`config.mk`:
```
export PLATFORM = sky130hd
export DESIGN_NAME = cpdt_ctrl
export DESIGN_NICKNAME = d
export VERILOG_FILES = /design/src/hw/rtl/cpdt_pkg.sv /design/src/hw/rtl/cpdt_ctrl.sv
export SDC_FILE = /design/constraint.sdc
export NUM_CORES = 1
export LEC_CHECK = 0
export ABC_AREA = 0
export BUFFER_PORTS_ARGS = -buffer_cell sky130_fd_sc_hd__buf_2
export CAP_MARGIN = 5
export CELL_PAD_IN_SITES_DETAIL_PLACEMENT = 0
export CELL_PAD_IN_SITES_GLOBAL_PLACEMENT = 1
export CORE_AREA = 2 2 39 41
export CTS_CLUSTER_SIZE = 24
export DETAILED_ROUTE_END_ITERATION = 6
export DIE_AREA = 0 0 41 43
export HOLD_SLACK_MARGIN = 0.12
export PLACE_DENSITY = 0.52
export SETUP_SLACK_MARGIN = 0.15
export SYNTH_ARGS = -nofsm -noshare
export SYNTH_HDL_FRONTEND = slang
export SYNTH_SLANG_ARGS = --single-unit
```
`constraint.sdc`:
```
create_clock -name clk -period 1 [get_ports clk]
set_clock_uncertainty 0.05 [all_clocks]
set_input_delay 0.1 -clock clk [delete_from_list [all_inputs] [get_ports clk]]
set_output_delay 0.1 -clock clk [all_outputs]
set_load 0.005 [all_outputs]
```
`src/hw/rtl/cpdt_pkg.sv`:
```
`timescale 1ns / 1ps
// Shared types, codes and helpers for the constant pool dedup table.
// No dependencies; used by cpdt_ctrl, cpdt_datapath and the top level.
package cpdt_pkg;

  localparam int WORD_W      = 32;
  localparam int WORDS       = 4;
  localparam int IN_DATA_W   = 192;
  localparam int OP_W        = 2;
  localparam int OUT_IDX_W   = 6;
  localparam int OUT_DATA_W  = 16;
  localparam logic [2:0] FULL_SIZE = 3'd4;

  localparam logic KIND_IMMEDIATE = 1'b0;
  localparam logic KIND_STATE     = 1'b1;

  typedef enum logic [OP_W-1:0] {
    OP_STATE  = 2'd0,
    OP_VEC4   = 2'd1,
    OP_SCALAR = 2'd2,
    OP_CLEAR  = 2'd3
  } op_t;

  typedef struct packed {
    logic [WORDS-1:0][WORD_W-1:0] words;
    logic [2:0]                   used;
    logic                         kind;
  } entry_row_t;

  typedef struct packed {
    logic load;
    logic scan;
    logic commit;
  } cmd_t;

  typedef struct packed {
    logic hit;
    logic scan_done;
  } status_t;

  function automatic logic float_is_nan(input logic [WORD_W-1:0] v);
    return v[WORD_W-2:0] > 31'h7f80_0000;
  endfunction

  // IEEE equality: signed zeros are equal, NaN never matches
  function automatic logic float_equal(input logic [WORD_W-1:0] a,
                                       input logic [WORD_W-1:0] b);
    logic zero_pair;
    zero_pair = ((a | b) & 32'h7fff_ffff) == 32'h0;
    if (float_is_nan(a) || float_is_nan(b)) begin
      return 1'b0;
    end
    return zero_pair || (a == b);
  endfunction

endpackage

```
`src/hw/rtl/cpdt_ctrl.sv`:
```
`timescale 1ns / 1ps
// Controller: sequences accept, table scan and commit, owns both handshakes.
// Depends on cpdt_pkg.
module cpdt_ctrl (
  input  logic              clk,
  input  logic              rst,
  input  logic              s_tvalid,
  output logic              s_tready,
  output logic              m_tvalid,
  input  logic              m_tready,
  input  cpdt_pkg::status_t st,
  output cpdt_pkg::cmd_t    cmd
);

  typedef enum logic [2:0] {
    ST_IDLE   = 3'b001,
    ST_SCAN   = 3'b010,
    ST_FINISH = 3'b100
  } state_t;

  state_t state, state_next;
  logic   out_free;

  assign out_free = !m_tvalid || m_tready;

  always_comb begin
    state_next = state;
    cmd        = '0;
    s_tready   = 1'b0;
    case (state)
      ST_IDLE: begin
        s_tready = 1'b1;
        if (s_tvalid) begin
          cmd.load   = 1'b1;
          state_next = ST_SCAN;
        end
      end
      ST_SCAN: begin
        cmd.scan = 1'b1;
        if (st.hit || st.scan_done) begin
          state_next = ST_FINISH;
        end
      end
      ST_FINISH: begin
        if (out_free) begin
          cmd.commit = 1'b1;
          state_next = ST_IDLE;
        end
      end
      default: begin
        state_next = ST_IDLE;
      end
    endcase
  end

  always_ff @(posedge clk) begin
    if (rst) begin
      state    <= ST_IDLE;
      m_tvalid <= 1'b0;
    end else begin
      state <= state_next;
      if (cmd.commit) begin
        m_tvalid <= 1'b1;
      end else if (m_tready) begin
        m_tvalid <= 1'b0;
      end
    end
  end

  a_commit_free: assert property (@(posedge clk) disable iff (rst)
    cmd.commit |-> (!m_tvalid || m_tready))
    else $error("commit while output register held");

  a_accept_scan: assert property (@(posedge clk) disable iff (rst)
    (s_tvalid && s_tready) |=> (state == ST_SCAN))
    else $error("accepted beat did not start a scan");

  a_commit_out: assert property (@(posedge clk) disable iff (rst)
    cmd.commit |=> (m_tvalid && state == ST_IDLE))
    else $error("commit did not present a result");

endmodule

```
==> run_results.csv, run 1 <==
group,metric,value,unit
critical_path,worstPathRequired,0.85,ns
yosys,syn_inst,21,
critical_path,arrival,0.98,ns
die,die_x,41,um
clocking,clkSlewWorstSetupHoldPaths,0.04,ns
critical_path,max_stage_delay,0.35,ns
sta,slew_violations,0,
die,initial_core_util,16.0,%
finish,syn_to_final_growth,72.9,%
hold_path,holdPathStages,3,
yosys,syn_avg_cell_area,10.5,um^2
critical_path,worst_path_max_delay_cell,"dfxtp_4",
sta,hold_slack,0.107,ns
outcome,status,"finished, violations left",
critical_path,path_class,"reg -> out",
outcome,violations,"setup timing",
drt,post_drt_wl_per_cell,11.1,um
finish,final_common_cell,"buf_2",
die,design.core.area,0.00138,mm^2
hold_path,min_path_type,"in -> reg",
drt,vias,234,
drt,drtAntennaViolNets,0,
sta,rsz0062_at_grt,"yes",
sta,setup_slack,-0.134,ns
critical_path,crit_cells,2,
place,port_buffers,10,
sta,slew_headroom,87.0,%
critical_path,r2r_end,"state[1]",
place,routabilityCongestion,0.778,
hold_path,min_to,"m_tvalid",
critical_path,cp-start-kind,"flop",
grt,grt_antenna_before_repair,0,
place,dp_slack,0.0243,ns
yosys,ys_ff_latch,4,
drt,totalWireLength,609,um
critical_path,endpoint_kind,"output port",
finish,antennaDiodeCount,0,
die,num_rows,14,
finish,final_area,383,um^2
clocking,cts_made_buffers,3,
yosys,yosysTopAreaCell,"dfxtp_1",
sta,final.min_clock_period,1.13,ns
grt,grt_pass1_vias,211,
grt,grt_overflow_total,0,
place,dpl-instance-area,294,um^2
sta,hold_viol,0,
critical_path,path_max_fanout,6,
die,design.die.area,0.00176,mm^2
yosys,netlist.area_leader.share,36.2,%
clocking,clock_path_buffers,2,
pwr,finalPower,0.458,mW
finish,nets,47,
sta,timing.fmax,882,MHz
finish,seq_area,90.1,um^2
yosys,synthesis.nets,27,
sta,fin_crit_sh,113,%
yosys,ys_top_cells_by_area,"dfxtp_1 (36%), nor4b_2 (6.8%), o21bai_1 (6.8%)",
clocking,clk-insertion-delay-late,0.23,ns
yosys,synth_area,221,um^2
clocking,cts-root-buf,"clkbuf_4",
finish,layout-drive-gt1-share,71.8,%
drt,drt-initial-drc-count,3,
grt,grt_pass1_wl,924,um
drt,viasPerCell,4.25,
clocking,htreeDepth,1,
critical_path,worstPathCellList,"and4bb_1 > buf_2",
pwr,vdd_drop_max,0.607,mV
critical_path,critPathBufInv,1,
yosys,yosys.cell_types.count,16,
pwr,leakagePower,0.154,nW
critical_path,r2r_cells,4,
critical_path,critical-path-top-delay-family,"flip-flops",
clocking,cts_tree,"yes",
sta,tightest_slew,0.195,ns
sta,final-setup-viol-count,4,
finish,fill_cells,158,
yosys,ys_seq_area_share,36.2,%
drt,post-route-drc-count,0,
flow_run,cap_viol_max_count,0,
grt,track_usage,8.53,%
critical_path,reg2reg_from,"state[0]",
clocking,cts_sinks,4,
hold_path,min_from,"m_tready",
drt,dr.pass1.iters,3,
finish,multi_input_area,153,um^2
die,fp.dieH,43,um
pwr,power_density,1200,mW/mm^2
grt,grt_max_degree,7,
critical_path,crit_start,"state[1]",
yosys,synth_warnings,0,
place,hpwl,401,um
finish,final_cell_mix,"buf_2 (10), clkbuf_4 (3), buf_4 (3), dfxtp_2 (2), dfxtp_4 (2)",
die,pin_count,11,
critical_path,rrSetupSlack,0,ns
## final cells by class
| type | instances | area share, % |
|---|---|---|
| inverter | 1 | 0.980 |
| timing repair buffer | 15 | 24.5 |
| clock buffer | 3 | 5.88 |
| sequential | 4 | 23.5 |
| tap | 16 | 5.23 |
| multi-input combinational | 16 | 39.9 |
## cells in the mapped netlist, drive strengths merged
cell type	n
nor4b	1
a211oi	1
inv	1
nand2b	2
nor3	1
nor2	1
a21oi	2
nand3b	1
nor3b	1
dfxtp	4
o21bai	2
and4bb	1
nand4bb	1
a31oi	1
nor2b	1
## state kept, by name, indices dropped and copies added, names as in the netlist
name,count
state,3
m_tvalid,1
## layer usage
metal  share of wire [%]  track usage (%)  vias to the layer above
li1                    -                -                      117
met1                  45             9.62                      107
met2                  46             10.6                       10
met3                 9.4             9.42                        0
met4                   0             2.00                        0
met5                   0                0                        -
## worst max path at each step
stage	to	slack (ns)
6_report	cmd[2]	-0.13
5_1_grt	cmd[2]	-0.19
4_1_cts	cmd[2]	-0.15
3_5_place_dp	state[0]	0.02
3_3_place_gp	state[0]	0.01
2_1_floorplan	state[0]	0.09
## stage by stage
step                setup TNS (ns)  util (%)  std cells
floorplan                        0         -         21
detailed placement               0      21.2         47
finish                      -0.454      27.7         55
global placement                 0      21.2         47
global route                -0.891      27.7         55
CTS                         -0.428      25.2         53
## what timing repair did
item,in CTS,in global routing
hold buffers,1,0
buffers inserted,2,2
endpoints found under the hold margin,4,0
endpoints found under the setup margin,8,8
resized for setup,5,3
pin swaps,2,1
## cells by family (layout without fill, tap and decap cells)
family	count (synthesis)	in the layout	share of synthesized area, %
AND/OR/NAND/NOR	10	10	42.4
AO/OA/AOI/OAI	6	6	19.8
flip-flops	4	4	36.2
buffers and inverters	1	19	1.69
## where the power goes
group	total, mW	switching [mW]	internal, mW
clock network	0.196	0.0618	0.134
registers	0.177	0.0107	0.166
logic	0.0854	0.0344	0.0509
total	0.458	0.107	0.351
## worst reg2reg max path, stage by stage, from the launching register on
cell	delay, ns
dfxtp_4	0.35
buf_6	0.12
nor4b_2	0.21
a31oi_1	0.08
nor3_2	0.11
(Power assumes the default switching activity.)
==> run 2, diff against run 1 <==
--- a/config.mk
+++ b/config.mk
@@ -14,6 +14,7 @@
 export CTS_CLUSTER_SIZE = 24
 export DETAILED_ROUTE_END_ITERATION = 6
 export DIE_AREA = 0 0 41 43
+export GPL_TIMING_DRIVEN = 0
 export HOLD_SLACK_MARGIN = 0.12
 export PLACE_DENSITY = 0.52
 export SETUP_SLACK_MARGIN = 0.15
==> constraint.sdc (replaced) <==
create_clock -name clk -period 1.3 [get_ports clk]
set_clock_uncertainty 0.05 [all_clocks]
set_input_delay 0.13 -clock clk [delete_from_list [all_inputs] [get_ports clk]]
set_output_delay 0.13 -clock clk [all_outputs]
set_load 0.005 [all_outputs]
==> run 2 against run 1 <==
Against the previous run: the run now ends clean; core utilization decreased by 2.0 points; critical path depth increased by 1; die area unchanged; highest routed layer unchanged.
==> run_results.csv, run 2 (synthesized netlist as in run 1, its figures left out) <==
group,metric,value,unit
drt,dr.max_layer_used,"met3",
finish,regMostFlops,"state",
finish,final_cell_mix,"buf_2 (10), clkbuf_4 (3), buf_4 (3)",
sta,final-setup-viol-count,0,
sta,fin_crit_sh,89.4,%
die,pin_count,11,
critical_path,path_max_fanout,6,
critical_path,path_class,"reg -> out",
drt,post_drt_wl_per_cell,9.61,um
critical_path,worstPathCellList,"nand3b_1 > nor2b_1 > buf_2",
pwr,leakagePower,0.144,nW
place,port_buffers,10,
die,num_rows,14,
clocking,cts-root-buf,"clkbuf_4",
clocking,clock_path_buffers,2,
finish,final_common_cell,"buf_2",
critical_path,worst_path_max_delay_cell,"dfxtp_4",
clocking,htreeDepth,1,
place,dp_slack,0.288,ns
pwr,combPwrFrac,15.6,%
pwr,seqPwrFrac,39.8,%
grt,grt_max_degree,7,
drt,drtAntennaViolNets,0,
outcome,status,"finished, final reports clean",
pwr,vdd_drop_max,0.258,mV
finish,reg_top3,"state (3), m_tvalid (1)",
sta,hold_slack,0.151,ns
finish,syn_to_final_growth,60.5,%
critical_path,cp-start-kind,"flop",
drt,dr.pass1.iters,1,
pwr,swShare,22.8,%
critical_path,endpoint_kind,"output port",
pwr,clockPowerShare,44.6,%
finish,finalNonFillerCells,54,
grt,grt_overflow_total,0,
drt,viasPerCell,4.13,
place,placed_cells,47,
clocking,cts_tree,"yes",
critical_path,max_stage_delay,0.35,ns
clocking,clk-insertion-delay-late,0.23,ns
sta,final.min_clock_period,1.16,ns
clocking,clkSlewWorstSetupHoldPaths,0.04,ns
drt,totalWireLength,519,um
die,design.die.area,0.00176,mm^2
sta,tightest_slew,0.202,ns
pwr,p_int,0.263,mW
die,die_x,41,um
sta,setup_slack,0.138,ns
clocking,cts_sinks,4,
pwr,finalPower,0.341,mW
finish,antennaDiodeCount,0,
die,initial_core_util,16.0,%
hold_path,holdPathStages,3,
finish,nets,46,
place,hpwl,390,um
sta,timing.fmax,861,MHz
drt,wl_met2,283,um
die,fp.dieH,43,um
finish,layout-drive-gt1-share,63.2,%
flow_run,cap_viol_max_count,0,
drt,dr_wl_met3,37,um
critical_path,worstPathRequired,1.12,ns
grt,track_usage,7.01,%
critical_path,arrival,0.98,ns
clocking,cts_made_buffers,3,
pwr,power_density,959,mW/mm^2
pwr,switchingPower,0.0777,mW
sta,rsz0062_at_grt,"yes",
place,routabilityCongestion,0.627,
drt,post-route-drc-count,0,
sta,slew_headroom,86.5,%
drt,drt-initial-drc-count,0,
grt,grt_antenna_before_repair,0,
die,design.core.area,0.00138,mm^2
sta,hold_viol,0,
sta,slew_violations,0,
grt,grt_pass1_vias,228,
finish,largest_reg_flops,3,
drt,wl_met1,198,um
grt,grt_pass1_wl,765,um
critical_path,r2r_cells,4,
hold_path,min_path_type,"in -> reg",
drt,vias,223,
sta,finalSetupTns,0,ns
run 2: repair_timing:
| action | in CTS | in global routing |
|---|---|---|
| hold endpoints to repair | 4 | 0 |
| hold buffers | 1 | 0 |
| endpoints found under the setup margin | 4 | 3 |
| setup buffers | 2 | 1 |
| resized for setup | 6 | 0 |
| pin swaps | 1 | 0 |
run 2: final timing paths:
check | end | start | slack [ns]
setup reg to reg | state[1] | state[0] | 0.25
hold reg to reg | state[1] | state[2] | 0.42
setup / recovery | cmd[0] | state[0] | 0.14
hold / removal | m_tvalid | m_tready | 0.15
run 2: final cells by class:
| type | instances | area (um^2) |
|---|---|---|
| Inverter | 1 | 3.75 |
| Timing Repair Buffer | 14 | 82.6 |
| Sequential cell | 4 | 88.8 |
| Multi-Input combinational cell | 16 | 138 |
| Tap cell | 16 | 20.0 |
| Clock buffer | 3 | 22.5 |
| Fill cell | 157 | 1030 |
run 2: critical path: cells and delay by family (launching register included):
kind | cells | cell delay, ns
buf+inv | 1 | 0.12
flops | 1 | 0.35
simple gates | 2 | 0.28
run 2: per-stage QoR:
stage,cell area [um^2],utilization [%]
3_5_place_dp,292,21.1
3_3_place_gp,292,21.1
2_1_floorplan,221,-
4_1_cts,348,25.1
6_report,355,25.7
5_1_grt,355,25.7
run 2: power groups by stage:
stage | sequential, mW | clock (mW) | combinational, mW
6_report | 0.136 | 0.152 | 0.0532
5_1_grt | 0.137 | 0.171 | 0.0594
4_1_cts | 0.136 | 0.164 | 0.0540
3_5_place_dp | 0.140 | 0 | 0.0431
3_3_place_gp | 0.140 | 0 | 0.0423
2_1_floorplan | 0.138 | 0 | 0.0229
run 2: routing by layer:
layer | track usage, % | vias to the layer above
li1 | - | 115
met1 | 5.11 | 103
met2 | 11.3 | 5
met3 | 3.14 | 0
met4 | 8.00 | 0
met5 | 0 | -
==> run 3, diff against run 2 <==
--- a/config.mk
+++ b/config.mk
@@ -14,7 +14,6 @@
 export CTS_CLUSTER_SIZE = 24
 export DETAILED_ROUTE_END_ITERATION = 6
 export DIE_AREA = 0 0 41 43
-export GPL_TIMING_DRIVEN = 0
 export HOLD_SLACK_MARGIN = 0.12
 export PLACE_DENSITY = 0.52
 export SETUP_SLACK_MARGIN = 0.15
==> run 3 against run 2 <==
Against the previous run: cell count unchanged; core utilization up 0.18 points; clock power about the same; critical path depth down 1; sequential share of layout area down 0.17 points; die area unchanged; power down 0.24%; largest cell class unchanged.
==> run_results.csv, run 3 (synthesized netlist as in run 1, its figures left out) <==
group,metric,value,unit
finish,regMostFlops,"state",
sta,finalSetupTns,0,ns
finish,seq_area,88.8,um^2
grt,track_usage,7.21,%
die,pin_count,11,
die,design.core.area,0.00138,mm^2
sta,tightest_slew,0.196,ns
die,initial_core_util,16.0,%
outcome,status,"finished, final reports clean",
hold_path,min_path_type,"in -> reg",
finish,syn_to_final_growth,61.6,%
finish,final_area,358,um^2
drt,dr.pass1.iters,2,
finish,largest_reg_flops,3,
pwr,finalPower,0.340,mW
grt,grt_pass1_wl,814,um
finish,fill_cells,149,
sta,rsz0062_at_grt,"yes",
drt,post_drt_wl_per_cell,9.30,um
clocking,cts_tree,"yes",
sta,slew_violations,0,
finish,final_util,25.9,%
grt,gr-usage-met2,11.3,%
drt,drt-initial-drc-count,2,
finish,multi_input_area,140,um^2
die,die_x,41,um
critical_path,cp-start-kind,"flop",
drt,drtAntennaViolNets,0,
critical_path,path_max_fanout,6,
drt,totalWireLength,502,um
place,dp_slack,0.283,ns
critical_path,worstPathRequired,1.12,ns
sta,final-setup-viol-count,0,
sta,setup_slack,0.133,ns
clocking,cts_made_buffers,3,
grt,grt_max_degree,7,
finish,nets,46,
drt,vias,228,
sta,hold_viol,0,
grt,grtUsageMet1,5.75,%
place,placed_cells,47,
place,routabilityCongestion,0.662,
place,port_buffers,10,
finish,final_cell_mix,"buf_2 (10), clkbuf_4 (3), buf_4 (3)",
clocking,clk-insertion-delay-late,0.23,ns
clocking,clkSlewWorstSetupHoldPaths,0.04,ns
finish,antennaDiodeCount,0,
drt,viasPerCell,4.22,
clocking,clock_path_buffers,2,
finish,layout-drive-gt1-share,65.8,%
flow_run,cap_viol_max_count,0,
clocking,cts-root-buf,"clkbuf_4",
sta,slew_headroom,86.9,%
die,fp.dieH,43,um
critical_path,arrival,0.99,ns
pwr,power_density,950,mW/mm^2
sta,hold_slack,0.142,ns
sta,timing.fmax,857,MHz
finish,finalNonFillerCells,54,
drt,post-route-drc-count,0,
sta,fin_crit_sh,89.7,%
sta,final.min_clock_period,1.17,ns
grt,grt_overflow_total,0,
critical_path,path_class,"reg -> out",
pwr,vdd_drop_max,0.289,mV
finish,reg_top3,"state (3), m_tvalid (1)",
clocking,htreeDepth,1,
die,num_rows,14,
grt,grt_pass1_vias,215,
grt,grt_busiest_layer,"met2",
finish,final_common_cell,"buf_2",
grt,met3_usage,3.14,%
clocking,cts_sinks,4,
grt,grt_antenna_before_repair,0,
pwr,leakagePower,0.144,nW
place,dpl-instance-area,292,um^2
critical_path,endpoint_kind,"output port",
die,design.die.area,0.00176,mm^2
-- run 3: cell counts in the layout (fill, tap and decap cells not counted) --
Identical to the previous run, type by type.
-- run 3: worst paths after layout --
check	start	endpoint	slack (ns)	cells past startpoint
worst max-delay path	state[2]	cmd[2]	0.13	2
worst min-delay path	m_tready	m_tvalid	0.14	3
worst max register to register	state[0]	state[1]	0.28	4
worst min register to register	state[2]	state[1]	0.42	1
-- run 3: layer usage --
layer | wire length [um] | up-vias
li1 | - | 118
met1 | 180 | 105
met3 | 39 | 0
met2 | 282 | 5
met5 | 0 | -
met4 | 0 | 0
-- run 3: worst max-delay path, cell delays in order (launching register included) --
cell and delay (ns):
dfxtp_2 0.34, and4bb_1 0.30, buf_2 0.12
-- run 3: cell type report --
| type | instances | area share, % |
|---|---|---|
| Clock buffer | 3 | 6.29 |
| Sequential cell | 4 | 24.8 |
| Inverter | 1 | 1.05 |
| Tap cell | 16 | 5.59 |
| Multi-Input combinational cell | 16 | 39.2 |
| Timing Repair Buffer | 14 | 23.1 |
-- run 3: timing repair --
action,in CTS,in global routing
endpoints found under the setup margin,4,4
pin swaps,1,0
hold buffers,1,0
buffers inserted,2,1
gates resized for setup,6,1
hold endpoints to repair,4,0
-- run 3: power by group --
part | switching (mW) | total (mW) | internal, mW
Sequential | 0.00749 | 0.135 | 0.128
Clock | 0.0471 | 0.150 | 0.103
Combinational | 0.0221 | 0.0547 | 0.0326
